`src/hdl/csv_byte_stream_field_splitter_top_defines.svh`:
```
// assertion macros shared by the csv field splitter rtl
`ifndef CSV_BYTE_STREAM_FIELD_SPLITTER_TOP_DEFINES_SVH
`define CSV_BYTE_STREAM_FIELD_SPLITTER_TOP_DEFINES_SVH

// property checked on the rising clock edge, held off during reset
`define CSVFS_ASSERT_CLK(lbl, clk, rst, prop, msg) \
   lbl: assert property (@(posedge clk) disable iff (rst) prop) else $error(msg);

// implication checked in the same cycle
`define CSVFS_ASSERT_IMP(lbl, clk, rst, pre, post, msg) \
   lbl: assert property (@(posedge clk) disable iff (rst) (pre) |-> (post)) else $error(msg);

`endif

```
`src/hdl/csvfs_pkg.sv`:
```
// types, constants and parse step functions for the csv field splitter
package csvfs_pkg;

   // byte values
   localparam logic [7:0] CH_QUOTE = 8'h22;
   localparam logic [7:0] CH_CR    = 8'h0D;
   localparam logic [7:0] CH_LF    = 8'h0A;
   localparam logic [7:0] MARK0    = 8'hEF;
   localparam logic [7:0] MARK1    = 8'hBB;
   localparam logic [7:0] MARK2    = 8'hBF;
   localparam logic [7:0] DELIM_RESET = 8'd44;

   // result kinds
   localparam logic [1:0] KIND_DATA  = 2'd0;
   localparam logic [1:0] KIND_FIELD = 2'd1;
   localparam logic [1:0] KIND_ROW   = 2'd2;

   // results one input byte can cause, and one request at most
   localparam int MAX_RES = 4;
   localparam int CNT_W   = $clog2(MAX_RES + 1);

   typedef struct packed {
      logic quoted;
      logic quote_pend;
      logic cr_pend;
      logic line_open;
   } parse_state_type;

   typedef struct packed {
      logic [1:0] kind;
      logic [7:0] data;
   } result_type;

   // outcome of one byte through the parser
   typedef struct packed {
      parse_state_type  st;
      result_type [1:0] res;
      logic [1:0]       cnt;
   } feed_out_type;

   // collected results of one request
   typedef struct packed {
      result_type [MAX_RES-1:0] res;
      logic [CNT_W-1:0]         cnt;
   } acc_type;

   // full outcome of one request
   typedef struct packed {
      parse_state_type          parse;
      logic [1:0]               mark_seen;
      logic                     mark_done;
      result_type [MAX_RES-1:0] res;
      logic [CNT_W-1:0]         cnt;
   } step_out_type;

   // append one result to a feed outcome
   function automatic feed_out_type emit_fn(input feed_out_type f, input logic [1:0] kind,
                                            input logic [7:0] data);
      feed_out_type o;
      o = f;
      if (o.cnt == 2'd0) begin
         o.res[0].kind = kind;
         o.res[0].data = (kind == KIND_DATA) ? data : 8'd0;
      end else begin
         o.res[1].kind = kind;
         o.res[1].data = (kind == KIND_DATA) ? data : 8'd0;
      end
      o.cnt = o.cnt + 2'd1;
      return o;
   endfunction

   // byte that is neither LF nor a held CR
   function automatic feed_out_type plain_fn(input feed_out_type f, input logic [7:0] c,
                                             input logic [7:0] delim);
      feed_out_type o;
      o = f;
      if (c == CH_QUOTE) begin
         if (o.st.quoted) o.st.quote_pend = 1'b1;
         else o.st.quoted = 1'b1;
      end else if (c == delim && !o.st.quoted) begin
         o = emit_fn(o, KIND_FIELD, 8'd0);
      end else begin
         o = emit_fn(o, KIND_DATA, c);
      end
      return o;
   endfunction

   // one byte through the parser, with quote and CR lookahead
   function automatic feed_out_type feed_fn(input parse_state_type st, input logic [7:0] b,
                                            input logic [7:0] delim);
      feed_out_type o;
      logic         done;
      o      = '0;
      o.st   = st;
      done   = 1'b0;
      // quote seen inside quotes
      if (st.quote_pend) begin
         o.st.quote_pend = 1'b0;
         if (b == CH_QUOTE) begin
            o = emit_fn(o, KIND_DATA, CH_QUOTE);
            o.st.line_open = 1'b1;
            done = 1'b1;
         end else begin
            o.st.quoted = 1'b0;
         end
      end
      // held CR
      if (!done && st.cr_pend) begin
         o.st.cr_pend = 1'b0;
         if (b == CH_LF) begin
            o = emit_fn(o, KIND_ROW, 8'd0);
            o.st.quoted    = 1'b0;
            o.st.line_open = 1'b0;
            done = 1'b1;
         end else begin
            o = plain_fn(o, CH_CR, delim);
            o.st.quote_pend = 1'b0;
         end
      end
      // the byte itself
      if (!done) begin
         if (b == CH_LF) begin
            o = emit_fn(o, KIND_ROW, 8'd0);
            o.st.quoted    = 1'b0;
            o.st.line_open = 1'b0;
         end else begin
            o.st.line_open = 1'b1;
            if (b == CH_CR) o.st.cr_pend = 1'b1;
            else o = plain_fn(o, b, delim);
         end
      end
      return o;
   endfunction

   // append the results of one feed to the request's list
   function automatic acc_type append_fn(input acc_type a, input feed_out_type f);
      acc_type o;
      o = a;
      for (int k = 0; k < 2; k++) begin
         if (2'(k) < f.cnt && o.cnt < CNT_W'(MAX_RES)) begin
            o.res[o.cnt[CNT_W-2:0]] = f.res[k];
            o.cnt = o.cnt + CNT_W'(1);
         end
      end
      return o;
   endfunction

endpackage

```
`src/hdl/csv_byte_stream_field_splitter_top.sv`:
```
// top level of the csv byte stream field splitter
//
// channel | dir | handshake           | payload
// req     | in  | req_tvalid/tready   | tdata: data_byte; tuser: end_of_file
// rsp     | out | rsp_tvalid/tready   | tdata: cell_byte; tuser: result_kind;
//         |     |                     | tlast: last_of_run
// csr     | in  | csr_wr_en           | csr_wr_data: delimiter_char
//
// one request per cycle when each causes at most one result and the result port
// does not stall; a request with more results holds the next request while they drain.
// parsing is combinational from the request port into the result register.
// reset is synchronous; it clears parse state and sets the delimiter to ','.
// a stalled result port stops request intake while any result waits.
`include "csv_byte_stream_field_splitter_top_defines.svh"

module csv_byte_stream_field_splitter_top import csvfs_pkg::*; (
   input  logic       clock,
   input  logic       reset,
   input  logic       req_tvalid,
   output logic       req_tready,
   input  logic [7:0] req_tdata,   // [7:0] data_byte
   input  logic       req_tuser,   // [0] end_of_file
   output logic       rsp_tvalid,
   input  logic       rsp_tready,
   output logic [7:0] rsp_tdata,   // [7:0] cell_byte
   output logic [1:0] rsp_tuser,   // [1:0] result_kind
   output logic       rsp_tlast,
   input  logic       csr_wr_en,
   input  logic [7:0] csr_wr_data
);

   logic [7:0]      delim_ff;
   logic [7:0]      delim_in;
   parse_state_type parse_ff;
   logic [1:0]      mark_seen_ff;
   logic            mark_done_ff;
   step_out_type    step;
   logic            req_accept;
   logic            can_load;
   result_type      rsp_res;
   logic            eof_accept;
   logic            parse_idle;
   logic            state_idle;
   logic            rsp_pop;
   logic            mid_pop;
   logic            busy_load;
   logic            last_pop;

   assign req_tready = can_load;
   assign req_accept = req_tvalid && can_load;
   assign delim_in   = csr_wr_en ? csr_wr_data : delim_ff;

   // delimiter register
   always_ff @(posedge clock) begin
      if (reset) begin
         delim_ff <= DELIM_RESET;
      end else begin
         delim_ff <= delim_in;
      end
   end

   // parse and mark state
   always_ff @(posedge clock) begin
      if (reset) begin
         parse_ff     <= '0;
         mark_seen_ff <= 2'd0;
         mark_done_ff <= 1'b0;
      end else if (req_accept) begin
         parse_ff     <= step.parse;
         mark_seen_ff <= step.mark_seen;
         mark_done_ff <= step.mark_done;
      end
   end

   // per request parse step
   csvfs_step u_step (
      .parse       (parse_ff),
      .mark_seen   (mark_seen_ff),
      .mark_done   (mark_done_ff),
      .delim       (delim_ff),
      .data_byte   (req_tdata),
      .end_of_file (req_tuser),
      .step        (step)
   );

   // result register and drain
   csvfs_rsp_queue u_queue (
      .clock     (clock),
      .reset     (reset),
      .load      (req_accept),
      .load_res  (step.res),
      .load_cnt  (step.cnt),
      .can_load  (can_load),
      .rsp_valid (rsp_tvalid),
      .rsp_ready (rsp_tready),
      .rsp_res   (rsp_res),
      .rsp_last  (rsp_tlast)
   );

   assign rsp_tdata = rsp_res.data;
   assign rsp_tuser = rsp_res.kind;

   // terms for the checks
   assign eof_accept = req_accept && req_tuser;
   assign parse_idle = (parse_ff == '0);
   assign state_idle = parse_idle && (mark_seen_ff == 2'd0) && !mark_done_ff;
   assign rsp_pop    = rsp_tvalid && rsp_tready;
   assign mid_pop    = rsp_pop && !rsp_tlast;
   assign busy_load  = req_accept && rsp_tvalid;
   assign last_pop   = rsp_pop && rsp_tlast;

   // checks
   `CSVFS_ASSERT_CLK(a_eof_clears, clock, reset, eof_accept |=> state_idle, "eof left state")
   `CSVFS_ASSERT_IMP(a_mark_first, clock, reset, !mark_done_ff, parse_idle, "parse during mark")
   `CSVFS_ASSERT_IMP(a_load_drain, clock, reset, busy_load, last_pop, "load while results wait")
   `CSVFS_ASSERT_CLK(a_run_unbroken, clock, reset, mid_pop |=> rsp_tvalid, "run broken early")

endmodule

```
`src/hdl/csvfs_step.sv`:
```
// parse step: mark check, replay of held mark bytes and byte parsing for one request
module csvfs_step import csvfs_pkg::*; (
   input  parse_state_type parse,
   input  logic [1:0]      mark_seen,
   input  logic            mark_done,
   input  logic [7:0]      delim,
   input  logic [7:0]      data_byte,
   input  logic            end_of_file,
   output step_out_type    step
);

   logic [7:0]      expect_byte;
   logic            mark_match;
   logic            replay;
   logic            feed_byte;
   parse_state_type st_a;
   parse_state_type st_b;
   feed_out_type    f_a;
   feed_out_type    f_b;
   feed_out_type    f_c;
   feed_out_type    f_row;
   acc_type         acc;

   // expected next mark byte
   always_comb begin
      case (mark_seen)
         2'd0:    expect_byte = MARK0;
         2'd1:    expect_byte = MARK1;
         default: expect_byte = MARK2;
      endcase
   end

   assign mark_match = (data_byte == expect_byte);
   // held bytes are replayed at end of file or on a mark mismatch
   assign replay     = !mark_done && (end_of_file || !mark_match);
   assign feed_byte  = !end_of_file && (mark_done || !mark_match);

   // chain: held EF, held BB, then the byte itself
   always_comb begin
      f_a  = feed_fn(parse, MARK0, delim);
      st_a = (replay && mark_seen != 2'd0) ? f_a.st : parse;
      f_b  = feed_fn(st_a, MARK1, delim);
      st_b = (replay && mark_seen == 2'd2) ? f_b.st : st_a;
      f_c  = feed_fn(st_b, data_byte, delim);
      f_row = emit_fn('0, KIND_ROW, 8'd0);

      acc = '0;
      if (replay && mark_seen != 2'd0) acc = append_fn(acc, f_a);
      if (replay && mark_seen == 2'd2) acc = append_fn(acc, f_b);
      if (feed_byte) acc = append_fn(acc, f_c);
      if (end_of_file && st_b.line_open) acc = append_fn(acc, f_row);

      step           = '0;
      step.res       = acc.res;
      step.cnt       = acc.cnt;
      step.parse     = parse;
      step.mark_seen = mark_seen;
      step.mark_done = mark_done;
      if (end_of_file) begin
         // everything but the delimiter returns to reset
         step.parse     = '0;
         step.mark_seen = 2'd0;
         step.mark_done = 1'b0;
      end else if (!mark_done) begin
         if (mark_match) begin
            if (mark_seen != 2'd2) begin
               step.mark_seen = mark_seen + 2'd1;
            end else begin
               step.mark_done = 1'b1;
               step.mark_seen = 2'd0;
            end
         end else begin
            step.mark_done = 1'b1;
            step.mark_seen = 2'd0;
            step.parse     = f_c.st;
         end
      end else begin
         step.parse = f_c.st;
      end
   end

endmodule

```
`src/hdl/csvfs_rsp_queue.sv`:
```
// result register: holds the results of one request and drains them in order
module csvfs_rsp_queue import csvfs_pkg::*; (
   input  logic                     clock,
   input  logic                     reset,
   input  logic                     load,
   input  result_type [MAX_RES-1:0] load_res,
   input  logic [CNT_W-1:0]         load_cnt,
   output logic                     can_load,
   output logic                     rsp_valid,
   input  logic                     rsp_ready,
   output result_type               rsp_res,
   output logic                     rsp_last
);

   result_type [MAX_RES-1:0] ent_ff;
   result_type [MAX_RES-1:0] ent_in;
   logic [CNT_W-1:0]         cnt_ff;
   logic [CNT_W-1:0]         cnt_in;
   logic                     pop;

   assign rsp_valid = (cnt_ff != '0);
   assign rsp_res   = ent_ff[0];
   assign rsp_last  = (cnt_ff == CNT_W'(1));
   assign pop       = rsp_valid && rsp_ready;
   // room when no result waits, or once the last pending result leaves this cycle
   assign can_load  = !rsp_valid || (rsp_last && rsp_ready);

   // shift out on pop, reload on a new request
   always_comb begin
      ent_in = ent_ff;
      cnt_in = cnt_ff;
      if (pop) begin
         for (int i = 0; i < MAX_RES - 1; i++) ent_in[i] = ent_ff[i+1];
         cnt_in = cnt_ff - CNT_W'(1);
      end
      if (load) begin
         ent_in = load_res;
         cnt_in = load_cnt;
      end
   end

   // count register
   always_ff @(posedge clock) begin
      if (reset) begin
         cnt_ff <= '0;
      end else begin
         cnt_ff <= cnt_in;
      end
   end

   // result entries
   always_ff @(posedge clock) begin
      ent_ff <= ent_in;
   end

endmodule

```
`config.mk`:
```
export PLATFORM = sky130hd
export DESIGN_NAME = csv_byte_stream_field_splitter_top
export DESIGN_NICKNAME = d
export VERILOG_FILES = /design/src/hdl/csvfs_pkg.sv /design/src/hdl/csv_byte_stream_field_splitter_top.sv /design/src/hdl/csvfs_step.sv /design/src/hdl/csvfs_rsp_queue.sv
export VERILOG_INCLUDE_DIRS = /design/src /design/src/hdl
export SDC_FILE = /design/constraint.sdc
export NUM_CORES = 1
export LEC_CHECK = 0
export ABC_AREA = 1
export BUFFER_PORTS_ARGS = -buffer_cell sky130_fd_sc_hd__clkbuf_2
export CELL_PAD_IN_SITES_DETAIL_PLACEMENT = 0
export CELL_PAD_IN_SITES_GLOBAL_PLACEMENT = 1
export CORE_MARGIN = 2
export CORE_UTILIZATION = 40
export CTS_BUF_LIST = sky130_fd_sc_hd__clkbuf_16
export CTS_CLUSTER_SIZE = 24
export DETAILED_ROUTE_END_ITERATION = 12
export PLACE_DENSITY_LB_ADDON = 0.05
export SLEW_MARGIN = 20
export SYNTH_ARGS = -nofsm -noshare
export SYNTH_HDL_FRONTEND = slang
export SYNTH_SLANG_ARGS = --single-unit
```
`constraint.sdc`:
```
create_clock -name clock -period 3.54 [get_ports clock]
set_input_delay 0.354 -clock clock [delete_from_list [all_inputs] [get_ports clock]]
set_output_delay 0.354 -clock clock [all_outputs]
set_load 0.1 [all_outputs]
```
==> tab_implementation.tex <==
\begin{tabular}{lr}
\hline
Metric & Value \\
\hline
\multicolumn{2}{l}{\textbf{Run status}} \\
\quad Status & finished, final reports clean \\
\multicolumn{2}{l}{\textbf{GRT}} \\
\quad GRT overflow & 0 \\
\quad Pin count of the biggest net entering global routing & 34 \\
\quad First-pass GRT wire length & about 26,000 microns \\
\quad Tot GR Track Use & between 20\% and 30\% \\
\quad Number of global-route vias before repair & 4,907 \\
\quad Number of antenna violations at the first check in global routing & 0 \\
\multicolumn{2}{l}{\textbf{Critical path}} \\
\quad Number of cells on the worst reg-to-reg path & 27 \\
\quad Data arrival time of the critical path & between 3 and 4 ns \\
\quad R2R Path End & u\_queue.ent\_ff[34] \\
\quad RR Startpoint & mark\_seen\_ff[1] \\
\quad Endpoint type of the worst setup path & flip-flop \\
\quad Worst reg2reg setup slack & 0.16 ns \\
\quad Required time at the worst-slack endpoint & about 3.6 ns \\
\quad Type of origin of the critical path & flip-flop \\
\quad Max Fanout on Critical Path & 6 \\
\quad Path type of the worst setup path & flip-flop to flip-flop \\
\multicolumn{2}{l}{\textbf{Route}} \\
\quad Detailed Routing Iterations Pass 1 & 5 \\
\quad Remaining routing DRC violations & 0 \\
\quad WL final & 17,060 microns \\
\quad Initial DRC Count & 330 \\
\quad Via-to-Cell Ratio & around 5.2 \\
\quad DRT antenna net count & 0 \\
\quad Average wire per cell in the routed design & about 17 microns \\
\quad Via count & $\sim$5,400 \\
\multicolumn{2}{l}{\textbf{Synth}} \\
\quad Post-synthesis net count & $\sim$800 \\
\quad Fraction of synthesis flops using an asynchronous set or reset pin & 0\% \\
\quad Number of register bits inferred by synthesis & 58 \\
\quad Average instance area after synthesis & between 6 and 7 sq um \\
\quad Number of flops mapped to enable cells by yosys & 40 \\
\quad Netlist cell types & 40 \\
\quad Sequential-to-total area share from yosys stat & 31.36\% \\
\quad Total number of yosys warnings & 0 \\
\quad Mapped Cells & roughly 780 \\
\quad Cell area after technology mapping & around 5000 sq um \\
\quad Ys flop type & edfxtp\_1 \\
\multicolumn{2}{l}{\textbf{Die}} \\
\quad Core Area & around 12,000 sq um \\
\quad Area of the die & approximately 13,000 sq um \\
\quad Die span in x & approximately 120 microns \\
\quad Effective utilization at floorplan & between 40\% and 50\% \\
\quad Die H & around 120 microns \\
\quad Number of top-level pins & 35 \\
\quad Number of core rows & 40 \\
\multicolumn{2}{l}{\textbf{STA}} \\
\quad Part of the cycle the worst path needs & between 90 and 100\% \\
\quad Worst slew margin relative to its limit & between 60\% and 70\% \\
\quad Final count of pins violating max slew & 0 \\
\quad Final Worst Setup Slack & 0.1618 ns \\
\quad Post-route clock skew & 0.009289 ns \\
\quad Final hold violations & 0 \\
\quad Setup violations, final & 0 \\
\quad Final critical delay including setup and external delays & between 3 and 4 ns \\
\quad Worst-Margin Slew & between 0.5 and 0.6 ns \\
\quad F\_max & slightly below 300 MHz \\
\multicolumn{2}{l}{\textbf{Final layout}} \\
\quad Commonest cells after routing, fill and taps aside & nand2\_1, inv\_1, buf\_4 \\
\quad Layout overhead on the synthesized area & 22.92\% \\
\quad Utilization after layout & about half \\
\quad Fillers & 1,227 \\
\quad Share of post-route cells with drive strength above 1 & between 20\% and 30\% \\
\quad Total number of nets in the final design & around 900 \\
\quad Commonest non-fill, non-tap cell in the layout & nand2\_1 \\
\quad ANT cells & 0 \\
\multicolumn{2}{l}{\textbf{Power}} \\
\quad Worst ir drop on vdd & around 0.00080 V \\
\quad Reported leakage power & around 0.003 uW \\
\quad PD cells & around 800 nW/um\^{}2 \\
\multicolumn{2}{l}{\textbf{Placement}} \\
\quad Port Buffer Count & 34 \\
\quad Sum of net half-perimeters after detailed placement & $\sim$13,000 microns \\
\quad Dpl ws & -0.04049 ns \\
\quad Weighted congestion reported at the end of routability-driven placement & between 0.9 and 1 \\
\multicolumn{2}{l}{\textbf{Clock network}} \\
\quad Clock tree from TritonCTS & done \\
\quad Inserted Clock Buffers & 9 \\
\quad Buffers from clock root to sink, at most & 2 \\
\quad Source-to-sink clock delay at the later pin of the worst-skew pair & approximately 0.34 ns \\
\quad Clock transition at the register clock pins on the worst setup and hold paths after CTS & $\sim$0.06 ns \\
\quad Cell at the root of the clock tree & clkbuf\_16 \\
\quad Number of sinks driven by the clock tree & 58 \\
\quad H-tree levels & 3 \\
\multicolumn{2}{l}{\textbf{Min path}} \\
\quad Min-Delay Path Depth & 3 \\
\quad Hold path startpoint & csr\_wr\_data[3] \\
\quad Worst hold-check path type & primary input to flip-flop \\
\quad Hold Crit Endpoint & delim\_ff[3] \\
\multicolumn{2}{l}{\textbf{Flow run}} \\
\quad Number of max-capacitance violations reported & 0 \\
\hline
\end{tabular}
-- kinds of logic after synthesis --
| logic type | synth area share, % |
|---|---|
| fa+ha+maj | 5.026 |
| compound gates | 13.62 |
| xor+xnor | 0.5279 |
| simple gates | 39.61 |
| buf+inv | 9.852 |
| flops | 31.36 |
-- routing by layer --
layer / track usage (%) / part of all wire, % / up-vias
met1: 34.25 / 44 / 2449
met2: 42.69 / 46 / 183
met4: 12.13 / 4.1 / 0
met3: 5.073 / 6.0 / 38
met5: 0 / 0 / -
li1: - / - / 2696
-- sequential cells by signal, indices dropped and copies added, names as in the netlist --
name,count
delim_ff,8
parse_ff,4
u_queue.ent_ff,30
u_queue.rsp_res,10
u_queue.cnt_ff,3
mark_seen_ff,2
mark_done_ff,1
-- power by group --
part	leakage (uW)	switching (uW)	total (uW)	internal, uW
logic	0.00227	1980	2750	768
registers	0.000545	89.0	1200	1110
clock network	0.000154	320	928	608
total	0.00297	2390	4880	2490
-- repair_timing --
item / in CTS / in global routing
cloned: 0 / 1
setup buffers: 0 / 5
endpoints found under the hold margin: 0 / 0
resized for setup: 2 / 37
setup endpoints to repair: 15 / 42
hold buffers: 0 / 0
pin swaps: 0 / 11
-- how the worst max path moves through the flow --
stage | endpoint | start
floorplan | u_queue.cnt_ff[2] | u_queue.cnt_ff[0]
global placement | u_queue.ent_ff[18] | req_tdata[3]
detailed placement | u_queue.ent_ff[35] | req_tdata[3]
CTS | u_queue.ent_ff[35] | mark_seen_ff[1]
global route | u_queue.ent_ff[34] | mark_seen_ff[1]
finish | u_queue.ent_ff[34] | mark_seen_ff[1]
-- metrics by stage --
| step | cell area (sq um) | hold slack [ns] | cells | total power [uW] | TNS, ns |
|---|---|---|---|---|---|
| 2_1_floorplan | 4991 | 0.4422 | 775 | 3188 | 0 |
| 3_3_place_gp | 5655 | 0.4545 | 1007 | 3837 | 0 |
| 3_5_place_dp | 5655 | 0.4662 | 1007 | 3845 | -0.1367 |
| 4_1_cts | 5971 | 0.2166 | 1023 | 4794 | 0 |
| 5_1_grt | 6120 | 0.2407 | 1029 | 5225 | -0.5597 |
| 6_report | 6120 | 0.2218 | 1029 | 4875 | 0 |
-- critical path, cell delays in order (launching register included) --
cell	delay (ns)
dfxtp_2	0.33
inv_2	0.08
nand2_1	0.05
nand2_1	0.05
nand2_1	0.07
nor2_2	0.16
nand3_2	0.13
nand3_4	0.15
inv_4	0.07
buf_4	0.13
ha_2	0.17
o21ai_2	0.14
nor2_2	0.07
inv_2	0.09
nand2_4	0.08
nand2_1	0.06
nand2_1	0.07
ha_2	0.31
nand2_1	0.05
nand3_1	0.10
nand2_2	0.12
inv_2	0.07
ha_1	0.13
inv_1	0.06
nor2_2	0.12
inv_2	0.07
nand3_4	0.09
o31ai_1	0.08
-- layout make-up --
type / instances / area (sq um) / area share (%)
clock inverters: 7 / 85.08 / 1.390
clock buffers: 9 / 225.2 / 3.680
flip-flops and latches: 58 / 1564 / 25.56
multi-input cells: 603 / 3049 / 49.83
repair buffers: 96 / 648.1 / 10.59
inverters: 88 / 337.8 / 5.520
well taps: 168 / 210.2 / 3.435
-- Yosys cell counts, drive strengths merged (2+ instances only) --
| library cell | count | area (sq um) |
|---|---|---|
| nor4 | 4 | 25.02 |
| nand4 | 11 | 83.83 |
| nand3 | 60 | 325.3 |
| a21oi | 52 | 267.8 |
| dfxtp | 18 | 360.4 |
| buf | 17 | 122.6 |
| ha | 20 | 250.2 |
| nand2 | 294 | 1129 |
| xnor2 | 3 | 26.28 |
| edfxtp | 40 | 1201 |
| nand3b | 3 | 22.52 |
| nor3 | 10 | 61.31 |
| clkbuf | 10 | 37.54 |
| o31ai | 2 | 15.01 |
| nor2 | 63 | 286.5 |
| o21ai | 66 | 330.3 |
| o22ai | 2 | 12.51 |
| o211ai | 2 | 15.01 |
| or2 | 3 | 18.77 |
| inv | 88 | 330.3 |
Power figures use the tool's default switching activity.
